==> config.mk <==
export PLATFORM = sky130hd
export DESIGN_NAME = mnrg_queue
export DESIGN_NICKNAME = d
export VERILOG_FILES = /design/src/hdl/mnrg_pkg.sv /design/src/hdl/mnrg_queue.sv
export SDC_FILE = /design/constraint.sdc
export NUM_CORES = 1
export LEC_CHECK = 0
export ABC_CLOCK_PERIOD_IN_PS = 7100
export BUFFER_PORTS_ARGS = -buffer_cell sky130_fd_sc_hd__buf_2
export CAP_MARGIN = 40
export CORE_MARGIN = 2
export CORE_UTILIZATION = 56
export DETAILED_ROUTE_END_ITERATION = 16
export GPL_TIMING_DRIVEN = 0
export HOLD_SLACK_MARGIN = 0.1
export PLACE_DENSITY = 0.82
export SKIP_CTS_REPAIR_TIMING = 1
export SYNTH_ARGS = -nofsm -noshare
export SYNTH_HDL_FRONTEND = slang
export SYNTH_SLANG_ARGS = --single-unit
==> constraint.sdc <==
create_clock -name clk -period 7.1 [get_ports clk]
set_input_delay 1.42 -clock clk [delete_from_list [all_inputs] [get_ports clk]]
set_output_delay 1.42 -clock clk [all_outputs]
set_load 0.01 [all_outputs]
==> src/hdl/mnrg_pkg.sv <==
// Shared types, constants and helpers for the MIDI note range gate.
// Used by every module of the block except mnrg_ram; depends on nothing.
package mnrg_pkg;

    localparam int CHANNELS_DEF   = 16;
    localparam int KEYS_DEF       = 128;
    localparam int SWEEP_KEYS_DEF = 32;

    localparam int TBL_IDX_W   = 11;
    localparam int KEY_W       = 7;
    localparam int VEL_W       = 7;
    localparam int BASE_W      = 8;
    localparam int QUEUE_DEPTH = 2;
    localparam int CFG_IDX_W   = 2;
    localparam int CFG_DATA_W  = 8;

    localparam logic [CFG_IDX_W-1:0] CFG_CHANNEL_FILTER = 2'd0;
    localparam logic [CFG_IDX_W-1:0] CFG_LOW_KEY        = 2'd1;
    localparam logic [CFG_IDX_W-1:0] CFG_HIGH_KEY       = 2'd2;
    localparam logic [CFG_IDX_W-1:0] CFG_MODE_SELECT    = 2'd3;

    localparam logic [1:0] MODE_BYPASS  = 2'd0;
    localparam logic [1:0] MODE_INCLUDE = 2'd1;
    localparam logic [1:0] MODE_EXCLUDE = 2'd2;

    localparam logic [3:0] NIB_NOTE_OFF = 4'h8;
    localparam logic [3:0] NIB_NOTE_ON  = 4'h9;
    localparam logic [3:0] CHAN_LAST    = 4'hf;
    localparam logic [KEY_W-1:0] KEY_MAX = 7'h7f;

    typedef enum logic [1:0] {
        OP_EMIT,
        OP_STORE_EMIT,
        OP_CLEAR_IF_HELD,
        OP_SWEEP
    } op_t;

    typedef enum logic [2:0] {
        BK_CLEAR,
        BK_IDLE,
        BK_NOTE_CHECK,
        BK_SWEEP_READ,
        BK_SWEEP_CHECK,
        BK_SWEEP_END
    } back_state_t;

    typedef struct packed {
        logic [4:0]       channel_filter;
        logic [KEY_W-1:0] low_key;
        logic [KEY_W-1:0] high_key;
        logic [1:0]       mode_select;
    } cfg_t;

    typedef struct packed {
        op_t                  op;
        logic [31:0]          time_stamp;
        logic [1:0]           length;
        logic [7:0]           status;
        logic [7:0]           data_one;
        logic [7:0]           data_two;
        logic [TBL_IDX_W-1:0] idx;
        logic [VEL_W-1:0]     vel;
        logic [3:0]           chn;
        logic [BASE_W-1:0]    base;
    } cmd_t;

    function automatic logic key_passes(input logic [KEY_W-1:0] key, input cfg_t cfg);
        logic inside_range;
        inside_range = (key >= cfg.low_key) && (key <= cfg.high_key);
        return inside_range ^ (cfg.mode_select == MODE_EXCLUDE);
    endfunction

endpackage

==> src/hdl/mnrg_queue.sv <==
// Short command queue between front end and back end.
// Depends on mnrg_pkg for the command type.
module mnrg_queue #(
    parameter int DEPTH = mnrg_pkg::QUEUE_DEPTH
) (
    input  logic           clk,
    input  logic           rst_n,
    input  logic           push,
    input  mnrg_pkg::cmd_t push_cmd,
    input  logic           pop,
    output mnrg_pkg::cmd_t head,
    output logic           empty,
    output logic           full
);

    localparam int PTR_W = (DEPTH > 1) ? $clog2(DEPTH) : 1;
    localparam int CNT_W = $clog2(DEPTH + 1);

    mnrg_pkg::cmd_t   entry_reg [DEPTH];
    logic [PTR_W-1:0] wr_ptr_reg;
    logic [PTR_W-1:0] wr_ptr_next;
    logic [PTR_W-1:0] rd_ptr_reg;
    logic [PTR_W-1:0] rd_ptr_next;
    logic [CNT_W-1:0] count_reg;
    logic [CNT_W-1:0] count_next;

    assign empty = (count_reg == '0);
    assign full  = (count_reg == CNT_W'(DEPTH));
    assign head  = entry_reg[rd_ptr_reg];

    always_comb
    begin
        wr_ptr_next = wr_ptr_reg;
        rd_ptr_next = rd_ptr_reg;
        count_next  = count_reg;
        if (push)
        begin
            wr_ptr_next = (wr_ptr_reg == PTR_W'(DEPTH - 1)) ? '0 : wr_ptr_reg + 1'b1;
        end
        if (pop)
        begin
            rd_ptr_next = (rd_ptr_reg == PTR_W'(DEPTH - 1)) ? '0 : rd_ptr_reg + 1'b1;
        end
        unique case ({push, pop})
            2'b10:   count_next = count_reg + 1'b1;
            2'b01:   count_next = count_reg - 1'b1;
            default: count_next = count_reg;
        endcase
    end

    always_ff @(posedge clk)
    begin
        if (push)
        begin
            entry_reg[wr_ptr_reg] <= push_cmd;
        end
    end

    always_ff @(posedge clk or negedge rst_n)
    begin
        if (!rst_n)
        begin
            wr_ptr_reg <= '0;
            rd_ptr_reg <= '0;
            count_reg  <= '0;
        end
        else
        begin
            wr_ptr_reg <= wr_ptr_next;
            rd_ptr_reg <= rd_ptr_next;
            count_reg  <= count_next;
        end
    end

endmodule

==> metrics.yaml <==
grt:
  grt_max_degree: 63
  grt.overflow.total: 0
  grt_pass1_wl_um: 17200
  grt_antenna_before_repair: 0
  grt_pass1_vias: 3545
  grtUsageTotal: 0.1817
placed_design:
  place_ws_ps: 4319
  gp_congestion: 0.7400
  dp_hpwl_um: 7917
  io_buffers: 185
job:
  maxCapViolations: 0
finish:
  layout_common_cells: "185 x buf_2, 180 x edfxtp_1, 90 x mux2_2"
  largest_reg_flops: 180
  final_common_cell: "buf_2"
  drive_above_1_share: 0.6105
  nets: 599
  area_growth_pct: 26.26
  diodes: 0
  fill_cells: 735
  final_core_util: 0.7172
cts:
  cts-root-to-sink-buffers: 2
  cts_made_buffers: 17
  h-tree-depth: 4
  cts.clk_slew.worst_paths_ps: 60
  cts.sinks: 184
  clk_latency_ps: 420
  cts_root_buf: "clkbuf_16"
  cts_tree: "built"
die:
  fp-row-count: 40
  fp.dieArea_um2: 12930
  io_pins: 186
  die_x_um: 113.7
  coreArea_um2: 11860
  start_util: 0.5680
  die_h_um: 113.7
routing:
  vias_per_cell: 5.149
  routedWlPerCell_um: 17.40
  firstDrtPassIters: 4
  antenna_left: 0
  route.detailed.drc: 0
  wl_met2_um: 6122
  wl_met3_um: 934
  vias: 3414
  drtIter0Drc: 187
  wl_um: 11540
  met1_length_um: 4250
  top_layer: "met4"
outcome:
  status: "finished, final reports clean"
setup_path:
  cp_max_fo: 10
  cp-startpoint: "rd_ptr_reg$_DFFE_PN0P_"
  cp-end-kind: "output port"
  critPathTopFamily: "buffers and inverters"
  worst_r2r_endpoint: "entry_reg[1][12]$_DFFE_PP_"
  cpPeakStageDelay_ps: 340
  r2r_cells: 2
  crit_buf_inv: 3
  critPathKind: "reg2out"
  path_cells: "buf_6 > clkbuf_8 > mux2_2 > buf_2"
  cp_num_cells: 4
  cpMaxStageDelayCell: "dfrtp_1"
  r2r_slack_ps: 5490
  worstPathArrival_ps: 1640
  crit-reg2reg-launch: "wr_ptr_reg$_DFFE_PN0P_"
  worst_ep_required_time_ps: 5680
  start_kind: "register"
yosys:
  yosysTopAreaCell: "edfxtp_1"
  netlist-cell-type-count: 12
  syn_nets: 391
  syn_inst: 296
  ys_warn_count: 0
  ys_ff_latch: 184
  synthTopCellsByArea: "edfxtp_1 80%, mux2_2 15%, clkbuf_8 1.8%"
  seq_area_frac_synth: 0.8171
  synth_top_area_frac: 0.8022
  avgSynthCellArea_um2: 22.76
  syn-cell-area_um2: 6738
sta:
  slew_viol_final: 0
  finalCriticalPeriod_ps: 3056
  fin_ws_ps: 4044
  relSlewSlack: 0.5350
  timing.final.crit_share: 0.4305
  max_freq_ghz: 0.3272
  worst_pin_slew_ps: 695.9
  hold_viol: 0
  skew_ps: 7.926
  finalSetupViolations: 0
  finalSetupTns_ps: 0
  rsz0062_at_grt: "false"
hold_path:
  min_to: "count_reg[1]$_DFFE_PN0P_"
  hold_path.class: "reg2reg"
  hold_depth: 1
  hp-start: "count_reg[1]$_DFFE_PN0P_"
power_and_ir_drop:
  peakVddDrop_mv: 0.2215
  power_density_nw_per_um2: 396.0
  power.leakage_uw: 0.003229
-- cell usage after synthesis --
master and number:
xor2_1 3, and2_1 1, inv_1 1, dfrtp_1 4
xnor2_1 2, edfxtp_1 180, nor2_1 3, ha_1 1
clkbuf_8 9, nor2b_1 1, mux2_2 90, buf_6 1
-- final cells by class --
class,instances,area [µm²],share of cell area
flip-flops and latches,184,5505,0.6472
multi-input cells,101,1104,0.1297
repair buffers,189,1028,0.1209
clock buffers,22,444.2,0.05221
well taps,147,183.9,0.02162
plain buffers,10,135.1,0.01588
clock inverters,9,102.6,0.01206
inverters,1,3.754,0.0004412
-- kinds of logic (layout without fill, tap and decap cells) --
family	after synthesis	in the layout	share of synthesized area
XOR/XNOR	5	5	0.006501
adder cells (fa/ha/maj)	1	1	0.001857
buffers and inverters	11	231	0.02061
flip-flops	184	184	0.8171
multiplexers	90	90	0.1504
AND/OR/NAND/NOR	5	5	0.003529
-- per-layer routing --
metal,track usage,vias up
met5,0,-
met4,0.08862,0
met3,0.06376,23
met2,0.3162,147
met1,0.1990,1650
li1,-,1594
-- stage by stage --
stage	std cells	hold slack, ps	cell area, µm²	power (µW)
after CTS	663	507.2	8507	3412
after detailed placement	632	493.9	7960	2539
after floorplan	296	455.5	6738	2161
final	663	505.8	8507	3369
after global placement	628	471.4	7848	2505
after global routing	663	529.8	8507	3515
-- worst max-delay path by stage --
stage	to	slack, ps
global placement	entry_reg[0][17]$_DFFE_PP_	-650
CTS	head[73]	4000
detailed placement	entry_reg[0][80]$_DFFE_PP_	4320
finish	head[73]	4040
floorplan	entry_reg[0][0]$_DFFE_PP_	1310
global route	head[69]	3980
-- where the power goes --
part	total (µW)	internal, µW	switching (µW)
Clock	871	513	358
Combinational	1010	500	506
Sequential	1490	1440	52.5
Total	3370	2450	917
Power figures use the tool's default switching activity.
