File: src/hdl/mnrg_pkg.sv
// Shared types, constants and helpers for the MIDI note range gate.
// Used by every module of the block except mnrg_ram; depends on nothing.
package mnrg_pkg;

    localparam int CHANNELS_DEF   = 16;
    localparam int KEYS_DEF       = 128;
    localparam int SWEEP_KEYS_DEF = 32;

    localparam int TBL_IDX_W   = 11;
    localparam int KEY_W       = 7;
    localparam int VEL_W       = 7;
    localparam int BASE_W      = 8;
    localparam int QUEUE_DEPTH = 2;
    localparam int CFG_IDX_W   = 2;
    localparam int CFG_DATA_W  = 8;

    localparam logic [CFG_IDX_W-1:0] CFG_CHANNEL_FILTER = 2'd0;
    localparam logic [CFG_IDX_W-1:0] CFG_LOW_KEY        = 2'd1;
    localparam logic [CFG_IDX_W-1:0] CFG_HIGH_KEY       = 2'd2;
    localparam logic [CFG_IDX_W-1:0] CFG_MODE_SELECT    = 2'd3;

    localparam logic [1:0] MODE_BYPASS  = 2'd0;
    localparam logic [1:0] MODE_INCLUDE = 2'd1;
    localparam logic [1:0] MODE_EXCLUDE = 2'd2;

    localparam logic [3:0] NIB_NOTE_OFF = 4'h8;
    localparam logic [3:0] NIB_NOTE_ON  = 4'h9;
    localparam logic [3:0] CHAN_LAST    = 4'hf;
    localparam logic [KEY_W-1:0] KEY_MAX = 7'h7f;

    typedef enum logic [1:0] {
        OP_EMIT,
        OP_STORE_EMIT,
        OP_CLEAR_IF_HELD,
        OP_SWEEP
    } op_t;

    typedef enum logic [2:0] {
        BK_CLEAR,
        BK_IDLE,
        BK_NOTE_CHECK,
        BK_SWEEP_READ,
        BK_SWEEP_CHECK,
        BK_SWEEP_END
    } back_state_t;

    typedef struct packed {
        logic [4:0]       channel_filter;
        logic [KEY_W-1:0] low_key;
        logic [KEY_W-1:0] high_key;
        logic [1:0]       mode_select;
    } cfg_t;

    typedef struct packed {
        op_t                  op;
        logic [31:0]          time_stamp;
        logic [1:0]           length;
        logic [7:0]           status;
        logic [7:0]           data_one;
        logic [7:0]           data_two;
        logic [TBL_IDX_W-1:0] idx;
        logic [VEL_W-1:0]     vel;
        logic [3:0]           chn;
        logic [BASE_W-1:0]    base;
    } cmd_t;

    function automatic logic key_passes(input logic [KEY_W-1:0] key, input cfg_t cfg);
        logic inside_range;
        inside_range = (key >= cfg.low_key) && (key <= cfg.high_key);
        return inside_range ^ (cfg.mode_select == MODE_EXCLUDE);
    endfunction

endpackage

File: src/hdl/mnrg_front.sv
// Front end: configuration registers, input acceptance and classification of items.
// Depends on mnrg_pkg.
module mnrg_front #(
    parameter int CHANNELS   = mnrg_pkg::CHANNELS_DEF,
    parameter int KEYS       = mnrg_pkg::KEYS_DEF,
    parameter int SWEEP_KEYS = mnrg_pkg::SWEEP_KEYS_DEF
) (
    input  logic                                clk,
    input  logic                                rst_n,
    input  logic                                cfg_valid,
    output logic                                cfg_ready,
    input  logic [mnrg_pkg::CFG_IDX_W-1:0]      cfg_index,
    input  logic [mnrg_pkg::CFG_DATA_W-1:0]     cfg_data,
    input  logic                                in_valid,
    output logic                                in_stall,
    input  logic                                req_type,
    input  logic [31:0]                         time_stamp,
    input  logic [1:0]                          msg_length,
    input  logic [7:0]                          status_byte,
    input  logic [7:0]                          data_one,
    input  logic [7:0]                          data_two,
    input  logic [3:0]                          sweep_channel,
    input  logic [1:0]                          sweep_block,
    input  logic                                back_busy,
    input  logic                                q_full,
    output logic                                push,
    output mnrg_pkg::cmd_t                      cmd,
    output mnrg_pkg::cfg_t                      cfg
);

    mnrg_pkg::cfg_t cfg_reg;
    mnrg_pkg::cfg_t cfg_next;

    logic [3:0]                   mst;
    logic [3:0]                   chn;
    logic [4:0]                   cf_m1;
    logic [3:0]                   sel;
    logic                         is_note;
    logic                         chan_ok;
    logic                         gated;
    logic [mnrg_pkg::KEY_W-1:0]   key;
    logic [mnrg_pkg::VEL_W-1:0]   vel;
    logic                         note_on;
    logic                         storable;
    logic                         sweep_ok;
    logic [mnrg_pkg::TBL_IDX_W-1:0] idx_full;
    logic                         produce;

    assign cfg_ready = 1'b1;
    assign cfg       = cfg_reg;

    always_comb
    begin
        cfg_next = cfg_reg;
        if (cfg_valid && cfg_ready)
        begin
            unique case (cfg_index)
                mnrg_pkg::CFG_CHANNEL_FILTER: cfg_next.channel_filter = cfg_data[4:0];
                mnrg_pkg::CFG_LOW_KEY:        cfg_next.low_key        = cfg_data[6:0];
                mnrg_pkg::CFG_HIGH_KEY:       cfg_next.high_key       = cfg_data[6:0];
                mnrg_pkg::CFG_MODE_SELECT:    cfg_next.mode_select    = cfg_data[1:0];
            endcase
        end
    end

    always_ff @(posedge clk or negedge rst_n)
    begin
        if (!rst_n)
        begin
            cfg_reg.channel_filter <= 5'd0;
            cfg_reg.low_key        <= '0;
            cfg_reg.high_key       <= mnrg_pkg::KEY_MAX;
            cfg_reg.mode_select    <= mnrg_pkg::MODE_INCLUDE;
        end
        else
        begin
            cfg_reg <= cfg_next;
        end
    end

    assign in_stall = back_busy || q_full;

    always_comb
    begin
        mst      = status_byte[7:4];
        chn      = status_byte[3:0];
        cf_m1    = cfg_reg.channel_filter - 5'd1;
        sel      = (cfg_reg.channel_filter > 5'd16) ? mnrg_pkg::CHAN_LAST : cf_m1[3:0];
        is_note  = (mst == mnrg_pkg::NIB_NOTE_ON) || (mst == mnrg_pkg::NIB_NOTE_OFF);
        chan_ok  = (cfg_reg.channel_filter == 5'd0) || (sel == chn);
        gated    = (msg_length == 2'd3) && is_note && chan_ok
                   && (cfg_reg.mode_select != mnrg_pkg::MODE_BYPASS);
        key      = data_one[6:0];
        vel      = data_two[6:0];
        note_on  = (mst == mnrg_pkg::NIB_NOTE_ON) && (vel != '0);
        storable = ({1'b0, chn} < 5'(CHANNELS)) && ({1'b0, key} < 8'(KEYS));
        sweep_ok = {1'b0, sweep_channel} < 5'(CHANNELS);
        idx_full = mnrg_pkg::TBL_IDX_W'(chn) * mnrg_pkg::TBL_IDX_W'(KEYS)
                   + mnrg_pkg::TBL_IDX_W'(key);

        cmd.op         = mnrg_pkg::OP_EMIT;
        cmd.time_stamp = time_stamp;
        cmd.length     = msg_length;
        cmd.status     = (msg_length > 2'd0) ? status_byte : 8'd0;
        cmd.data_one   = (msg_length > 2'd1) ? data_one : 8'd0;
        cmd.data_two   = (msg_length > 2'd2) ? data_two : 8'd0;
        cmd.idx        = idx_full;
        cmd.vel        = vel;
        cmd.chn        = sweep_channel;
        cmd.base       = mnrg_pkg::BASE_W'(sweep_block) * mnrg_pkg::BASE_W'(SWEEP_KEYS);
        produce        = 1'b1;

        priority if (req_type)
        begin
            cmd.op  = mnrg_pkg::OP_SWEEP;
            produce = sweep_ok;
        end
        else if (!gated)
        begin
            cmd.op = mnrg_pkg::OP_EMIT;
        end
        else if (note_on)
        begin
            produce = mnrg_pkg::key_passes(key, cfg_reg);
            cmd.op  = storable ? mnrg_pkg::OP_STORE_EMIT : mnrg_pkg::OP_EMIT;
        end
        else
        begin
            produce = storable;
            cmd.op  = mnrg_pkg::OP_CLEAR_IF_HELD;
        end
    end

    assign push = in_valid && !in_stall && produce;

endmodule

File: config.mk
export PLATFORM = sky130hd
export DESIGN_NAME = mnrg_front
export DESIGN_NICKNAME = d
export VERILOG_FILES = /design/src/hdl/mnrg_pkg.sv /design/src/hdl/mnrg_front.sv
export SDC_FILE = /design/constraint.sdc
export NUM_CORES = 1
export LEC_CHECK = 0
export BUFFER_PORTS_ARGS = -buffer_cell sky130_fd_sc_hd__buf_4
export CAP_MARGIN = 5
export CORE_UTILIZATION = 38
export CTS_CLUSTER_SIZE = 30
export DETAILED_ROUTE_END_ITERATION = 8
export PLACE_DENSITY = 0.82
export RECOVER_POWER = 50
export REMOVE_ABC_BUFFERS = 1
export SYNTH_ARGS = -nofsm -noshare
export SYNTH_HDL_FRONTEND = slang
export SYNTH_SLANG_ARGS = --single-unit
File: constraint.sdc
create_clock -name clk -period 2.55 [get_ports clk]
set_input_delay 0.255 -clock clk [delete_from_list [all_inputs] [get_ports clk]]
set_output_delay 0.255 -clock clk [all_outputs]
set_load 0.1 [all_outputs]
==> results.md <==
- Sequential-to-total area share from yosys stat: roughly 25%
- Final setup fails: 0
- Endpoints failing hold: 0
- GPL Wtd Cong: about 0.86
- Storage element area: around 540 µm²
- Worst-skew pair later-pin latency: roughly 0.26 ns
- IO buf count: 110
- Overflow after GRT: 0
- Pint: about 0.00094 W
- Net Sw Power: 0.00127 W
- Nets@finish: 397
- Post-DP HPWL: a little over 6000 µm
- Synth warnings: 0
- Mapped cell area: approximately 2100 µm²
- Clk_skew: 0 ns
- Mapped Cells: 240
- Cts bufs inserted: 3
- Area Growth Syn to Fin: 32.7%
- Synth Register Bits: 21
- Comb power frac: 68.1%
- Final Cycle Share: between 90 and 100%
- Die area: roughly 5800 µm²
- Area leader, netlist: buf_4
- Critical setup path kind: reg2out
- Crit end category: output port
- Largest net degree at the start of global routing: 22
- First-pass GRT wire length: about 11000 µm
- Slew @ Worst Pin: ~1.2 ns
- Crit Path Max Fanout: 6
- Post-synth top cells: buf_4 (65), inv_1 (21), mux2_2 (19)
- Layout fillers: slightly below 500
- H-tree lvl count: 1
- Vias in the first global route: between 1500 and 2000
- Initial antenna violation count: 0
- Drt first pass iters: 4
- CTS tree: yes
- Hold/Removal Path Class: in2reg
- Post-synth top flop: dfrtp_1
- Starting density of the core: approximately two fifths
- VDD IR max: ~0.46 mV
- Clock buffer depth: 2
- Max Slew Vio Count: 0
- Area contributors post-synth: buf_4 (23%), dfrtp_1 (15%), mux2_2 (10%)
- Clock power share: 9.8%
- Sw Ratio: 57.6%
- Crit path launch type: flop
- Avg Synthesized Cell Area: between 8 and 9 µm²
- ANT cells: 0
- Pwr Density: 789 nW/µm²
- Post-synth EDFFs: 0
- Final worst path period need: between 2 and 3 ns
- WL/cell: between 15 and 20 µm
- Die H: 76.5 µm
- RSZ-0062 raised after global routing: true
- Die width: around 76 µm
- Clock-pin transition on the worst setup and hold timing paths: approximately 0.070 ns
- Share of cells above drive strength 1: a little over half
- Global-route usage over all layers: between 20% and 30%
- Final core utilization: between 50% and 60%
- Vias: approximately 1900
- CTS Sinks: 21
- Post-synth cell types: 43
- Max Clock Freq: approximately 0.4 GHz
- Core Box Area: 5240 µm²
- Count leader, synth: buf_4
- I/O pin cnt: 195
- Arr. time, crit path: about 2.3 ns
- Max-cap violations: 0
- Worst endpoint required time: about 2.3 ns
- CTS Root Cell: clkbuf_8
- Residual DRC: 0
- FFs w/ async S/R, synth: 100%
- Flop pwr share: between 20% and 30%
- Setup TNS: 0 ns
- Slew margin rel.: roughly a fifth
- Status: finished, final reports clean
- DR iter-0 viols: 53
- Routed Antenna Nets: 0
- Vias/cell: 5.09
- Synth top area share: a little under a quarter
- Post-Route WL: roughly 7400 µm
- FP Rows: 26
- Area of the multi-input gates: between 1000 and 1500 µm²
- Lkg Pwr: between 1 and 1.5 nW
- Number of flip-flops in the largest register: 21
## placed cells by master, fill, tap and decap left out, drive strengths merged, types with 5 or more instances in the layout
cell	Yosys	final
buf	66	106
nand2	5	5
nor2b	7	7
and3	8	8
mux2	19	19
dfrtp	13	13
clkbuf	2	16
dfstp	8	8
ha	15	15
conb	2	7
nand3	7	7
nor2	9	9
a21oi	7	7
and2	8	8
nor3	6	6
inv	21	21
## repair_timing
item                                    CTS  global route
hold buffers                              1             0
pin swaps                                 3            11
endpoints found under the setup margin    3             3
resized for setup                         9            26
endpoints found under the hold margin    13             0
setup buffers                             0             7
## metrics by stage
| step | hold WS, ns | setup WS (ns) | cell area (µm²) | std cells | total power [W] |
|---|---|---|---|---|---|
| 6_report | 0.244 | 0.00752 | 2800 | 370 | 0.00221 |
| 3_3_place_gp | 0.148 | 0.212 | 2550 | 358 | 0.00184 |
| 5_1_grt | 0.241 | -0.0915 | 2800 | 370 | 0.00230 |
| 3_5_place_dp | 0.150 | 0.151 | 2550 | 358 | 0.00186 |
| 2_1_floorplan | -0.0406 | -1.45 | 1630 | 177 | 0.00142 |
| 4_1_cts | 0.239 | 0.00808 | 2660 | 363 | 0.00211 |
## power groups by stage
stage                     sequential (W)  clock [W]  combinational, W
after global routing            0.000496   0.000238           0.00157
after global placement          0.000483          0           0.00135
final                           0.000487   0.000216           0.00150
after CTS                       0.000483   0.000220           0.00141
after detailed placement        0.000487          0           0.00137
after floorplan                 0.000944          0          0.000474
## cell type report
cell class | count | share of cell area, %
clock buffers | 4 | 1.61
inverters | 21 | 2.82
multi-input cells | 135 | 41.7
flip-flops and latches | 21 | 19.1
well taps | 70 | 3.13
repair buffers | 119 | 31.6
## metal layers
metal	vias to the layer above	track usage, %	share of wire, %
met1	869	25.6	35
met5	-	7.27	0.65
li1	868	-	-
met4	2	9.42	4.1
met2	134	36.4	45
met3	12	17.4	16
## logic make-up (layout without fill, tap and decap cells)
| logic type | count (synthesis) | count (layout) | share of synthesized area [%] |
|---|---|---|---|
| AO/OA/AOI/OAI | 25 | 25 | 8.07 |
| XOR/XNOR | 2 | 2 | 0.831 |
| adder cells (fa/ha/maj) | 15 | 15 | 8.90 |
| buffers and inverters | 89 | 144 | 27.5 |
| flip-flops | 21 | 21 | 25.4 |
| multiplexers | 19 | 19 | 10.1 |
| other | 2 | 7 | 0.356 |
| AND/OR/NAND/NOR | 67 | 67 | 18.8 |
## path summary, 6_finish.rpt
kind / start / endpoint / slack, ns / cells after the start
max in group asynchronous: rst_n / cfg[10] / 1.16 / 2
min in group asynchronous: rst_n / cfg[14] / 0.73 / 2
worst min-delay path: cfg_data[5] / cfg[14] / 0.24 / 2
worst min register to register: cfg[14] / cfg[14] / 0.54 / 1
worst max register to register: cfg[19] / cfg[19] / 1.61 / 1
worst max-delay path: cfg[17] / cmd[88] / 0.008 / 9
## critical path, cell delays in order, from the launching register on
cell and delay [ns]:
dfrtp_1 0.41, inv_2 0.07, ha_4 0.19, and3b_2 0.21, a211oi_2 0.19, o32ai_1 0.11, or3_4 0.36, nor3_4 0.12
or2_1 0.18, buf_12 0.18
Power figures use the tool's default switching activity.
